[src/design/tcfd_pkg.sv]
// ----------------------------------------------------------------------------
// tcfd_pkg
// Shared types, codes and the frame-close kind lookup for the two-contact
// touch frame decoder.
// ----------------------------------------------------------------------------
`default_nettype none

package tcfd_pkg;

  // contact slots per frame
  localparam int unsigned MAX_CONTACTS = 2;
  localparam int unsigned SLOT_W       = $clog2(MAX_CONTACTS);
  localparam int unsigned DATA_W       = 32;

  // input word type codes
  localparam logic [2:0] MODE_SYNC    = 3'd0;
  localparam logic [2:0] MODE_KEY     = 3'd1;
  localparam logic [2:0] MODE_AXIS    = 3'd2;
  localparam logic [2:0] MODE_TIMEOUT = 3'd3;

  // absolute axis codes
  localparam logic [2:0] AXIS_MAJOR   = 3'd0;
  localparam logic [2:0] AXIS_POS_X   = 3'd1;
  localparam logic [2:0] AXIS_POS_Y   = 3'd2;
  localparam logic [2:0] AXIS_IGNORED = 3'd3;

  // slot event kinds
  localparam logic [1:0] KIND_NONE  = 2'd0;
  localparam logic [1:0] KIND_START = 2'd1;
  localparam logic [1:0] KIND_MOVE  = 2'd2;
  localparam logic [1:0] KIND_END   = 2'd3;

  // result status codes
  localparam logic [1:0] STATUS_OK       = 2'd0;
  localparam logic [1:0] STATUS_BAD_AXIS = 2'd1;
  localparam logic [1:0] STATUS_BAD_TYPE = 2'd2;

  // configuration register index
  localparam logic REG_EVENT_ENABLE = 1'b0;

  // one job handed from the classifier to the emitter
  typedef struct packed {
    logic [1:0]                             status;
    logic [1:0]                             count;
    logic [MAX_CONTACTS-1:0][1:0]           kind;
    logic [MAX_CONTACTS-1:0]                emit;
    logic [MAX_CONTACTS-1:0][DATA_W-1:0]    pos_x;
    logic [MAX_CONTACTS-1:0][DATA_W-1:0]    pos_y;
    logic [MAX_CONTACTS-1:0][DATA_W-1:0]    major;
  } tcfd_job_t;

  // kind for a slot given previous and current frame counts
  function automatic logic [1:0] kind_lookup(input logic [1:0] prev_cnt,
                                             input logic [1:0] cur_cnt,
                                             input logic       slot);
    logic [1:0] k;
    if (!slot) begin
      if (prev_cnt == 2'd0) k = (cur_cnt == 2'd0) ? KIND_NONE : KIND_START;
      else                  k = (cur_cnt == 2'd0) ? KIND_END  : KIND_MOVE;
    end else begin
      if (prev_cnt == 2'd2) k = (cur_cnt == 2'd2) ? KIND_MOVE  : KIND_END;
      else                  k = (cur_cnt == 2'd2) ? KIND_START : KIND_NONE;
    end
    return k;
  endfunction

endpackage

`default_nettype wire

[src/design/tcfd_front.sv]
// ----------------------------------------------------------------------------
// tcfd_front
// Accepts input words, tracks frame state and slot stores, and turns each
// frame close or error into a job for the emitter.
// ----------------------------------------------------------------------------
`default_nettype none

module tcfd_front import tcfd_pkg::*; (
  input  wire logic                     clk,
  input  wire logic                     rst_n,
  input  wire logic                     in_valid,
  output logic                          in_stall,
  input  wire logic [2:0]               in_mode,
  input  wire logic [2:0]               in_axis_code,
  input  wire logic signed [DATA_W-1:0] in_axis_value,
  input  wire logic [3:0]               enable_mask,
  input  wire logic                     q_full,
  output logic                          q_push,
  output tcfd_job_t                     q_job
);

  logic [1:0]                          prior_r, prior_nxt;
  logic [1:0]                          cnt_r, cnt_nxt;
  logic                                sync_r, sync_nxt;
  logic                                key_r, key_nxt;
  logic [MAX_CONTACTS-1:0][DATA_W-1:0] x_r, x_nxt;
  logic [MAX_CONTACTS-1:0][DATA_W-1:0] y_r, y_nxt;
  logic [MAX_CONTACTS-1:0][DATA_W-1:0] maj_r, maj_nxt;

  logic                                accept;
  logic                                close;
  logic [1:0]                          err;
  logic                                room;
  logic [SLOT_W-1:0]                   wr_slot;
  logic [1:0]                          p_cnt;
  logic [1:0]                          c_cnt;
  logic [MAX_CONTACTS-1:0][1:0]        kinds;
  logic [MAX_CONTACTS-1:0]             emit;

  // stall whenever the job queue has no room
  assign in_stall = q_full;
  assign accept   = in_valid && !q_full;
  assign room     = (cnt_r < 2'(MAX_CONTACTS));
  assign wr_slot  = cnt_r[SLOT_W-1:0];

  // classify the word
  always_comb begin
    close = 1'b0;
    err   = STATUS_OK;
    unique case (in_mode)
      MODE_SYNC:    close = sync_r;
      MODE_KEY:     close = 1'b0;
      MODE_AXIS:    if (in_axis_code > AXIS_IGNORED) err = STATUS_BAD_AXIS;
      MODE_TIMEOUT: close = 1'b1;
      default:      err = STATUS_BAD_TYPE;
    endcase
  end

  // frame-close kinds and enable filter
  assign p_cnt = (prior_r > 2'(MAX_CONTACTS)) ? 2'(MAX_CONTACTS) : prior_r;
  assign c_cnt = (cnt_r == 2'd0 && !key_r) ? p_cnt : cnt_r;

  always_comb begin
    for (int i = 0; i < MAX_CONTACTS; i++) begin
      kinds[i] = kind_lookup(p_cnt, c_cnt, i[0]);
      emit[i]  = enable_mask[kinds[i]];
    end
  end

  // job build
  always_comb begin
    q_job = '0;
    if (err != STATUS_OK) begin
      q_job.status = err;
      q_job.emit   = MAX_CONTACTS'(1);
    end else begin
      q_job.status = STATUS_OK;
      q_job.count  = c_cnt;
      q_job.kind   = kinds;
      q_job.emit   = emit;
      q_job.pos_x  = x_r;
      q_job.pos_y  = y_r;
      q_job.major  = maj_r;
    end
  end

  assign q_push = accept && ((err != STATUS_OK) || (close && (emit != '0)));

  // next frame state
  always_comb begin
    prior_nxt = prior_r;
    cnt_nxt   = cnt_r;
    sync_nxt  = sync_r;
    key_nxt   = key_r;
    x_nxt     = x_r;
    y_nxt     = y_r;
    maj_nxt   = maj_r;
    if (accept && err == STATUS_OK) begin
      if (close) begin
        prior_nxt = c_cnt;
        cnt_nxt   = 2'd0;
        sync_nxt  = 1'b0;
        key_nxt   = 1'b0;
      end else begin
        unique case (in_mode)
          MODE_SYNC: sync_nxt = 1'b1;
          MODE_KEY:  key_nxt  = 1'b1;
          MODE_AXIS: begin
            if (in_axis_code == AXIS_MAJOR) begin
              if (room) maj_nxt[wr_slot] = in_axis_value;
              if (cnt_r != 2'd0) sync_nxt = 1'b0;
            end else if (in_axis_code == AXIS_POS_X) begin
              if (room) x_nxt[wr_slot] = in_axis_value;
            end else if (in_axis_code == AXIS_POS_Y) begin
              if (room) begin
                y_nxt[wr_slot] = in_axis_value;
                cnt_nxt        = cnt_r + 2'd1;
              end
            end
          end
          default: ;
        endcase
      end
    end
  end

  // state registers
  always_ff @(posedge clk) begin
    if (!rst_n) begin
      prior_r <= '0;
      cnt_r   <= '0;
      sync_r  <= 1'b0;
      key_r   <= 1'b0;
      x_r     <= '0;
      y_r     <= '0;
      maj_r   <= '0;
    end else begin
      prior_r <= prior_nxt;
      cnt_r   <= cnt_nxt;
      sync_r  <= sync_nxt;
      key_r   <= key_nxt;
      x_r     <= x_nxt;
      y_r     <= y_nxt;
      maj_r   <= maj_nxt;
    end
  end

  // checks
  a_cnt_range: assert property (@(posedge clk) disable iff (!rst_n)
    cnt_r <= 2'(MAX_CONTACTS))
    else $error("contact count above limit");

  a_prior_range: assert property (@(posedge clk) disable iff (!rst_n)
    prior_r <= 2'(MAX_CONTACTS))
    else $error("prior count above limit");

  a_close_clears: assert property (@(posedge clk) disable iff (!rst_n)
    (accept && close && err == STATUS_OK) |=> (cnt_r == 2'd0 && !sync_r && !key_r))
    else $error("frame close did not clear frame state");

endmodule

`default_nettype wire

[src/design/tcfd_fifo.sv]
// ----------------------------------------------------------------------------
// tcfd_fifo
// Small register queue of jobs between the classifier and the emitter.
// ----------------------------------------------------------------------------
`default_nettype none

module tcfd_fifo import tcfd_pkg::*; #(
  parameter int unsigned DEPTH = 4
) (
  input  wire logic clk,
  input  wire logic rst_n,
  input  wire logic push,
  input  tcfd_job_t push_job,
  output logic      full,
  input  wire logic pop,
  output tcfd_job_t pop_job,
  output logic      not_empty
);

  localparam int unsigned PTR_W = $clog2(DEPTH);
  localparam int unsigned CNT_W = $clog2(DEPTH + 1);

  tcfd_job_t        mem_r [DEPTH];
  logic [PTR_W-1:0] wr_ptr_r, wr_ptr_nxt;
  logic [PTR_W-1:0] rd_ptr_r, rd_ptr_nxt;
  logic [CNT_W-1:0] cnt_r, cnt_nxt;
  logic             do_push;
  logic             do_pop;

  assign full      = (cnt_r == CNT_W'(DEPTH));
  assign not_empty = (cnt_r != '0);
  assign do_push   = push && !full;
  assign do_pop    = pop && not_empty;
  assign pop_job   = mem_r[rd_ptr_r];

  // pointer and fill update
  always_comb begin
    wr_ptr_nxt = wr_ptr_r;
    rd_ptr_nxt = rd_ptr_r;
    cnt_nxt    = cnt_r;
    if (do_push) wr_ptr_nxt = (wr_ptr_r == PTR_W'(DEPTH - 1)) ? '0 : wr_ptr_r + 1'b1;
    if (do_pop)  rd_ptr_nxt = (rd_ptr_r == PTR_W'(DEPTH - 1)) ? '0 : rd_ptr_r + 1'b1;
    if (do_push && !do_pop)      cnt_nxt = cnt_r + 1'b1;
    else if (do_pop && !do_push) cnt_nxt = cnt_r - 1'b1;
  end

  always_ff @(posedge clk) begin
    if (!rst_n) begin
      wr_ptr_r <= '0;
      rd_ptr_r <= '0;
      cnt_r    <= '0;
    end else begin
      wr_ptr_r <= wr_ptr_nxt;
      rd_ptr_r <= rd_ptr_nxt;
      cnt_r    <= cnt_nxt;
    end
  end

  // storage
  always_ff @(posedge clk) begin
    if (do_push) mem_r[wr_ptr_r] <= push_job;
  end

endmodule

`default_nettype wire

[src/design/tcfd_back.sv]
// ----------------------------------------------------------------------------
// tcfd_back
// Takes jobs from the queue and presents their results one word per cycle
// while out_stall is low, slot 0 before slot 1.
// ----------------------------------------------------------------------------
`default_nettype none

module tcfd_back import tcfd_pkg::*; (
  input  wire logic                      clk,
  input  wire logic                      rst_n,
  input  wire logic                      q_valid,
  input  tcfd_job_t                      q_job,
  output logic                           q_pop,
  output logic                           out_valid,
  input  wire logic                      out_stall,
  output logic [1:0]                     out_event_kind,
  output logic [1:0]                     out_contact_count,
  output logic                           out_slot_index,
  output logic signed [DATA_W-1:0]       out_pos_x,
  output logic signed [DATA_W-1:0]       out_pos_y,
  output logic signed [DATA_W-1:0]       out_contact_major,
  output logic [1:0]                     out_status,
  output logic                           out_last
);

  tcfd_job_t         job_r, job_nxt;
  logic              busy_r, busy_nxt;
  logic [SLOT_W-1:0] sel_r, sel_nxt;
  logic              out_accept;

  assign out_accept = out_valid && !out_stall;
  assign q_pop      = q_valid && (!busy_r || (out_accept && out_last));

  // result fields straight from the held job
  assign out_valid         = busy_r;
  assign out_event_kind    = job_r.kind[sel_r];
  assign out_contact_count = job_r.count;
  assign out_slot_index    = sel_r;
  assign out_pos_x         = job_r.pos_x[sel_r];
  assign out_pos_y         = job_r.pos_y[sel_r];
  assign out_contact_major = job_r.major[sel_r];
  assign out_status        = job_r.status;
  assign out_last          = (sel_r == SLOT_W'(MAX_CONTACTS - 1)) || !job_r.emit[MAX_CONTACTS-1];

  // job load and slot advance
  always_comb begin
    job_nxt  = job_r;
    busy_nxt = busy_r;
    sel_nxt  = sel_r;
    if (q_pop) begin
      job_nxt  = q_job;
      busy_nxt = 1'b1;
      sel_nxt  = q_job.emit[0] ? '0 : SLOT_W'(MAX_CONTACTS - 1);
    end else if (out_accept) begin
      if (out_last) busy_nxt = 1'b0;
      else          sel_nxt  = SLOT_W'(MAX_CONTACTS - 1);
    end
  end

  always_ff @(posedge clk) begin
    if (!rst_n) begin
      busy_r <= 1'b0;
      sel_r  <= '0;
    end else begin
      busy_r <= busy_nxt;
      sel_r  <= sel_nxt;
    end
    job_r <= job_nxt;
  end

  // checks
  a_err_last: assert property (@(posedge clk) disable iff (!rst_n)
    (out_valid && out_status != STATUS_OK) |-> out_last)
    else $error("error word not marked last");

  a_err_blank: assert property (@(posedge clk) disable iff (!rst_n)
    (out_valid && out_status != STATUS_OK) |->
      (out_event_kind == KIND_NONE && out_contact_count == 2'd0 && out_pos_x == '0))
    else $error("error word carries slot data");

  a_first_then_second: assert property (@(posedge clk) disable iff (!rst_n)
    (out_accept && !out_last) |=> (out_valid && sel_r == SLOT_W'(MAX_CONTACTS - 1)))
    else $error("second slot word did not follow");

endmodule

`default_nettype wire

[src/design/two_contact_touch_frame_decoder.sv]
// An accepted word goes into the job queue, then into the emitter's job
// register, before its first result shows. One input word per cycle while
// in_stall is low; a frame close with two enabled slot events gives two result
// words; FIFO_DEPTH queue entries absorb the difference before in_stall rises.
// Reset (rst_n low, synchronous) clears the enable mask, frame counts, flags,
// slot stores and the queue; no clearing pass is needed.
// ----------------------------------------------------------------------------
// two_contact_touch_frame_decoder
// Top level: configuration register, classifier, job queue and emitter.
// ----------------------------------------------------------------------------
`default_nettype none

module two_contact_touch_frame_decoder import tcfd_pkg::*; #(
  parameter int unsigned FIFO_DEPTH = 4
) (
  input  wire logic                     clk,
  input  wire logic                     rst_n,
  input  wire logic                     in_valid,
  output logic                          in_stall,
  input  wire logic [2:0]               in_mode,
  input  wire logic [2:0]               in_axis_code,
  input  wire logic signed [DATA_W-1:0] in_axis_value,
  output logic                          out_valid,
  input  wire logic                     out_stall,
  output logic [1:0]                    out_event_kind,
  output logic [1:0]                    out_contact_count,
  output logic                          out_slot_index,
  output logic signed [DATA_W-1:0]      out_pos_x,
  output logic signed [DATA_W-1:0]      out_pos_y,
  output logic signed [DATA_W-1:0]      out_contact_major,
  output logic [1:0]                    out_status,
  output logic                          out_last,
  input  wire logic                     cfg_psel,
  input  wire logic                     cfg_penable,
  input  wire logic                     cfg_pwrite,
  input  wire logic [2:0]               cfg_paddr,
  input  wire logic [31:0]              cfg_pwdata,
  output logic [31:0]                   cfg_prdata,
  output logic                          cfg_pready
);

  logic [3:0] mask_r;
  logic       cfg_wr;
  tcfd_job_t  push_job;
  tcfd_job_t  pop_job;
  logic       q_push;
  logic       q_full;
  logic       q_pop;
  logic       q_valid;

  // configuration register
  assign cfg_pready = 1'b1;
  assign cfg_wr     = cfg_psel && cfg_penable && cfg_pwrite && cfg_pready;
  assign cfg_prdata = (cfg_paddr[2] == REG_EVENT_ENABLE) ? {28'd0, mask_r} : 32'd0;

  always_ff @(posedge clk) begin
    if (!rst_n) begin
      mask_r <= '0;
    end else if (cfg_wr && cfg_paddr[2] == REG_EVENT_ENABLE) begin
      mask_r <= cfg_pwdata[3:0];
    end
  end

  tcfd_front u_front (
    .clk           (clk),
    .rst_n         (rst_n),
    .in_valid      (in_valid),
    .in_stall      (in_stall),
    .in_mode       (in_mode),
    .in_axis_code  (in_axis_code),
    .in_axis_value (in_axis_value),
    .enable_mask   (mask_r),
    .q_full        (q_full),
    .q_push        (q_push),
    .q_job         (push_job)
  );

  tcfd_fifo #(
    .DEPTH (FIFO_DEPTH)
  ) u_fifo (
    .clk       (clk),
    .rst_n     (rst_n),
    .push      (q_push),
    .push_job  (push_job),
    .full      (q_full),
    .pop       (q_pop),
    .pop_job   (pop_job),
    .not_empty (q_valid)
  );

  tcfd_back u_back (
    .clk               (clk),
    .rst_n             (rst_n),
    .q_valid           (q_valid),
    .q_job             (pop_job),
    .q_pop             (q_pop),
    .out_valid         (out_valid),
    .out_stall         (out_stall),
    .out_event_kind    (out_event_kind),
    .out_contact_count (out_contact_count),
    .out_slot_index    (out_slot_index),
    .out_pos_x         (out_pos_x),
    .out_pos_y         (out_pos_y),
    .out_contact_major (out_contact_major),
    .out_status        (out_status),
    .out_last          (out_last)
  );

endmodule

`default_nettype wire

[config.mk]
export PLATFORM = sky130hd
export DESIGN_NAME = two_contact_touch_frame_decoder
export DESIGN_NICKNAME = d
export VERILOG_FILES = /design/src/design/tcfd_pkg.sv /design/src/design/tcfd_front.sv /design/src/design/tcfd_fifo.sv /design/src/design/tcfd_back.sv /design/src/design/two_contact_touch_frame_decoder.sv
export SDC_FILE = /design/constraint.sdc
export NUM_CORES = 1
export LEC_CHECK = 0
export BUFFER_PORTS_ARGS = -buffer_cell sky130_fd_sc_hd__buf_4
export CORE_ASPECT_RATIO = 1.75
export CORE_MARGIN = 2
export CORE_UTILIZATION = 60
export DETAILED_ROUTE_END_ITERATION = 16
export PLACE_DENSITY_LB_ADDON = 0.2
export SLEW_MARGIN = 20
export SYNTH_ARGS = -nofsm -noshare
export SYNTH_HDL_FRONTEND = slang
export SYNTH_HIERARCHICAL = 1
export SYNTH_SLANG_ARGS = --single-unit
[constraint.sdc]
create_clock -name clk -period 16.9 [get_ports clk]
set_clock_uncertainty 0.1 [all_clocks]
set_input_delay 0.845 -clock clk [delete_from_list [all_inputs] [get_ports clk]]
set_output_delay 0.845 -clock clk [all_outputs]
set_load 0.02 [all_outputs]
==> metrics.md <==
| Metric | Value |
|---|---|
| Status | `finished clean` |
| FF-to-FF Start | `u_front/cnt_r[0]$_SDFFE_PN0P_` |
| Worst R2R End | `u_fifo/mem_r[3][183]$_DFFE_PP_` |
| WS Path Type | `flip-flop to flip-flop` |
| Fin. max-slew vios | `0` |
| FF-to-FF setup slack | `10.26 ns` |
| Num rows | `135` |
| Post-DP HPWL | `53230 um` |
| Largest net degree at the start of global routing | `155` |
| Total design power | `0.007985 W` |
| Boundary Pins | `219` |
| Cells after synthesis | `2511` |
| First-pass GRT wire length | `144400 um` |
| Synth-to-layout area growth | `10.56%` |
| Worst r2r path cells | `12` |
| Least-Margin Pin Slew | `1.163 ns` |
| Worst path most repeated cell | `buf_4` |
| Setup violations, final | `0` |
| Core area | `77190 um^2` |
| Total grt overflow | `0` |
| Synthesis Warnings | `6` |
| Total number of vias | `22320` |
| Synth Flop Type | `edfxtp_1` |
| Crit path time final | `6.643 ns` |
| Seq cells post-synth | `1222` |
| Area share of the largest cell type after synthesis | `64.84%` |
| Cell with the most instances after synthesis | `edfxtp_1` |
| Pleak | `17.56 nW` |
| Main area contributors after synthesis | `edfxtp_1 65%, mux4_2 9.8%, dfxtp_1 9.1%` |
| Peak VDD IR | `0.1714 mV` |
| Worst skew pair latency | `0.69 ns` |
| Total Routing Usage GR | `24.50%` |
| Compound-Gate Fraction of Synth Area | `1.387%` |
| Worst min-delay path startpoint | `cfg_pwdata[1]` |
| Post-CTS Resized | `0` |
| I/O Buffers | `159` |
| Setup crit end kind | `flip-flop` |
| Largest family of logic cells by synthesized area | `multiplexers` |
| Top post-synthesis cells by count | `1009 x edfxtp_1, 246 x nand2_1, 213 x dfxtp_1` |
| Die H | `373.2 um` |
| Fraction of layout cells with a size suffix above 1 | `24.77%` |
| Hold Path Class | `input pin to flip-flop` |
| Post-synthesis sequential area ratio | `73.97%` |
| Die Area | `80210 um^2` |
| CTS tree | `built` |
| # nets final | `2747` |
| Largest stage delay, worst path | `1.00 ns` |
| EDFF count, synth | `1009` |
| Postcts setup bufs | `0` |
| Cell family with the largest share of critical-path delay | `buffers and inverters` |
| Fraction of registers with async set or reset after synthesis | `0%` |
| Worst path cell trace | `inv_1 -> ha_1 -> nand2b_1 -> mux2i_1 -> mux4_2 -> o21ai_0 -> a21oi_1 -> nor2b_1 -> and2_4 -> buf_4 -> buf_4 -> buf_4` |
| Htree depth | `3` |
| Crit-path slowest cell | `buf_4` |
| Cell accounting for the most synthesized area | `edfxtp_1` |
| Period utilization | `39.31%` |
| CTS Buffer Depth | `3` |
| Worst hold path depth | `3` |
| WP buf/inv | `4` |
| Critical path data arrival time | `6.85 ns` |
| Hold Buf Count CTS | `0` |
| Mean post-synth cell area | `18.61 um^2` |
| Max Freq | `150.5 MHz` |
| Xor/xnor cell area share of the yosys netlist | `0.07497%` |
| CP required | `17.10 ns` |
| Crit Path Max Fanout | `65` |
| Cell variety after synth | `55` |
| Vias in the first global route | `23870` |
| PD cells | `154.6 nW/um^2` |
| DR vias/cell | `5.910` |
| Simple-Gate Fraction of Synth Area | `6.311%` |
| Initial antenna violation count | `0` |
| CTS clock-pin slew for the worst setup and hold paths | `0.07 ns` |
| Max-slew headroom | `22.17%` |
| Mapped cell area | `46730 um^2` |
| Final hold viol count | `0` |
| Root Driver | `clkbuf_16` |
| # diodes | `0` |
| Worst path depth | `12` |
| DRT Pass-1 Iters | `7` |
| Layout Utilization | `66.93%` |
| Post-route ant nets | `0` |
| Setup TNS Final | `0 ns` |
| Initial detailed-routing violation count | `1564` |
| Total clock buffers created by CTS | `102` |
| Final wirelength | `96470 um` |
| Synth Area in Adders | `0.2303%` |
| Cell Count, Final, Fillers Out | `3776` |
| Die width | `215.0 um` |
| Crit path launch type | `flip-flop` |
| Multiplexer area fraction after synthesis | `15.21%` |
| Starting density of the core | `60.53%` |
| Drc violations | `0` |
| Endpoint, Worst Hold | `mask_r[1]$_SDFFE_PN0P_` |
| Gpl congestion | `0.7806` |
| Post-Place Cells | `3582` |
| RSZ-0062 raised after global routing | `false` |
| Worst hold margin | `0.3087 ns` |
| WL per Instance | `25.55 um` |
| Max Cap Violations | `0` |
| # clock sinks | `1222` |
sequential cells by signal, indices dropped and copies added (netlist names), 2 cells and up, named ones only:
name                      count
u_back/out_contact_count      2
u_front/maj_r                64
u_fifo/wr_ptr_r               2
u_front/cnt_r                 2
u_back/job_r                197
u_front/y_r                  64
u_fifo/rd_ptr_r               2
u_fifo/cnt_r                  3
u_front/prior_r               2
u_front/x_r                  64
mask_r                        4
u_back/out_status             2
u_fifo/mem_r                808
cell usage in the layout (no fill, tap or decap), types with 33 or more instances in the layout:
cell type	count
a21boi_0	34
a21boi_1	33
and2_1	196
buf_4	187
clkbuf_16	106
dfxtp_1	210
edfxtp_1	1009
mux2_2	88
mux2i_1	137
mux4_2	204
nand2_1	245
nor2b_1	69
layer usage:
metal | up-vias | share of wire, % | global-route usage [%]
met5 | - | 0 | 0
met4 | 0 | 2.8 | 8.189
met1 | 11740 | 39 | 30.52
li1 | 9778 | - | -
met3 | 122 | 5.6 | 3.728
met2 | 674 | 53 | 43.93
worst max path at each step:
| stage | from | slack (ns) | endpoint |
|---|---|---|---|
| CTS | u_front/cnt_r[0]$_SDFFE_PN0P_ | 10.29 | u_fifo/mem_r[3][183]$_DFFE_PP_ |
| global route | u_front/cnt_r[0]$_SDFFE_PN0P_ | 9.94 | u_fifo/mem_r[3][183]$_DFFE_PP_ |
| detailed placement | u_front/cnt_r[0]$_SDFFE_PN0P_ | 10.32 | u_fifo/mem_r[3][183]$_DFFE_PP_ |
| finish | u_front/cnt_r[0]$_SDFFE_PN0P_ | 10.26 | u_fifo/mem_r[3][183]$_DFFE_PP_ |
| global placement | u_front/cnt_r[0]$_SDFFE_PN0P_ | 10.42 | u_fifo/mem_r[3][129]$_DFFE_PP_ |
| floorplan | out_stall | 8.98 | u_fifo/cnt_r[2]$_SDFFE_PN0P_ |
worst reg2reg max path, stage by stage, from the launching register on:
cell	delay [ns]
dfxtp_1	0.61
inv_1	0.22
ha_1	0.31
nand2b_1	0.19
mux2i_1	0.37
mux4_2	0.27
o21ai_0	0.08
a21oi_1	0.20
nor2b_1	0.50
and2_4	0.76
buf_4	0.74
buf_4	0.84
buf_4	1.01
area by class of cell:
class | count | area, um^2
inverter | 9 | 33.78
fill | 5067 | 25530
multi-input combinational | 1133 | 10990
sequential | 1222 | 34570
clock inverter | 47 | 401.6
tap | 1027 | 1285
timing repair buffer | 191 | 1458
clock buffer | 147 | 2917
power breakdown:
group          total [W]  internal, W  switching [W]
combinational    0.00181     0.000748        0.00106
clock            0.00232      0.00128        0.00103
sequential       0.00386      0.00375       0.000115
metrics by stage:
step / instance area, um^2 / setup slack [ns]
floorplan: 46830 / 8.984
global placement: 48340 / 10.42
detailed placement: 48340 / 10.32
CTS: 51660 / 10.29
global route: 51660 / 9.936
finish: 51660 / 10.26
cells by family (layout without fill, tap and decap cells):
group                    count (synthesis)  after routing
AO/OA/AOI/OAI                           90             90
other                                    2             29
multiplexers                           439            439
flip-flops                            1222           1222
AND/OR/NAND/NOR                        563            563
buffers and inverters                  183            394
adder cells (fa/ha/maj)                  8              8
XOR/XNOR                                 4              4
Note: power is estimated with default switching activity, not from simulation.
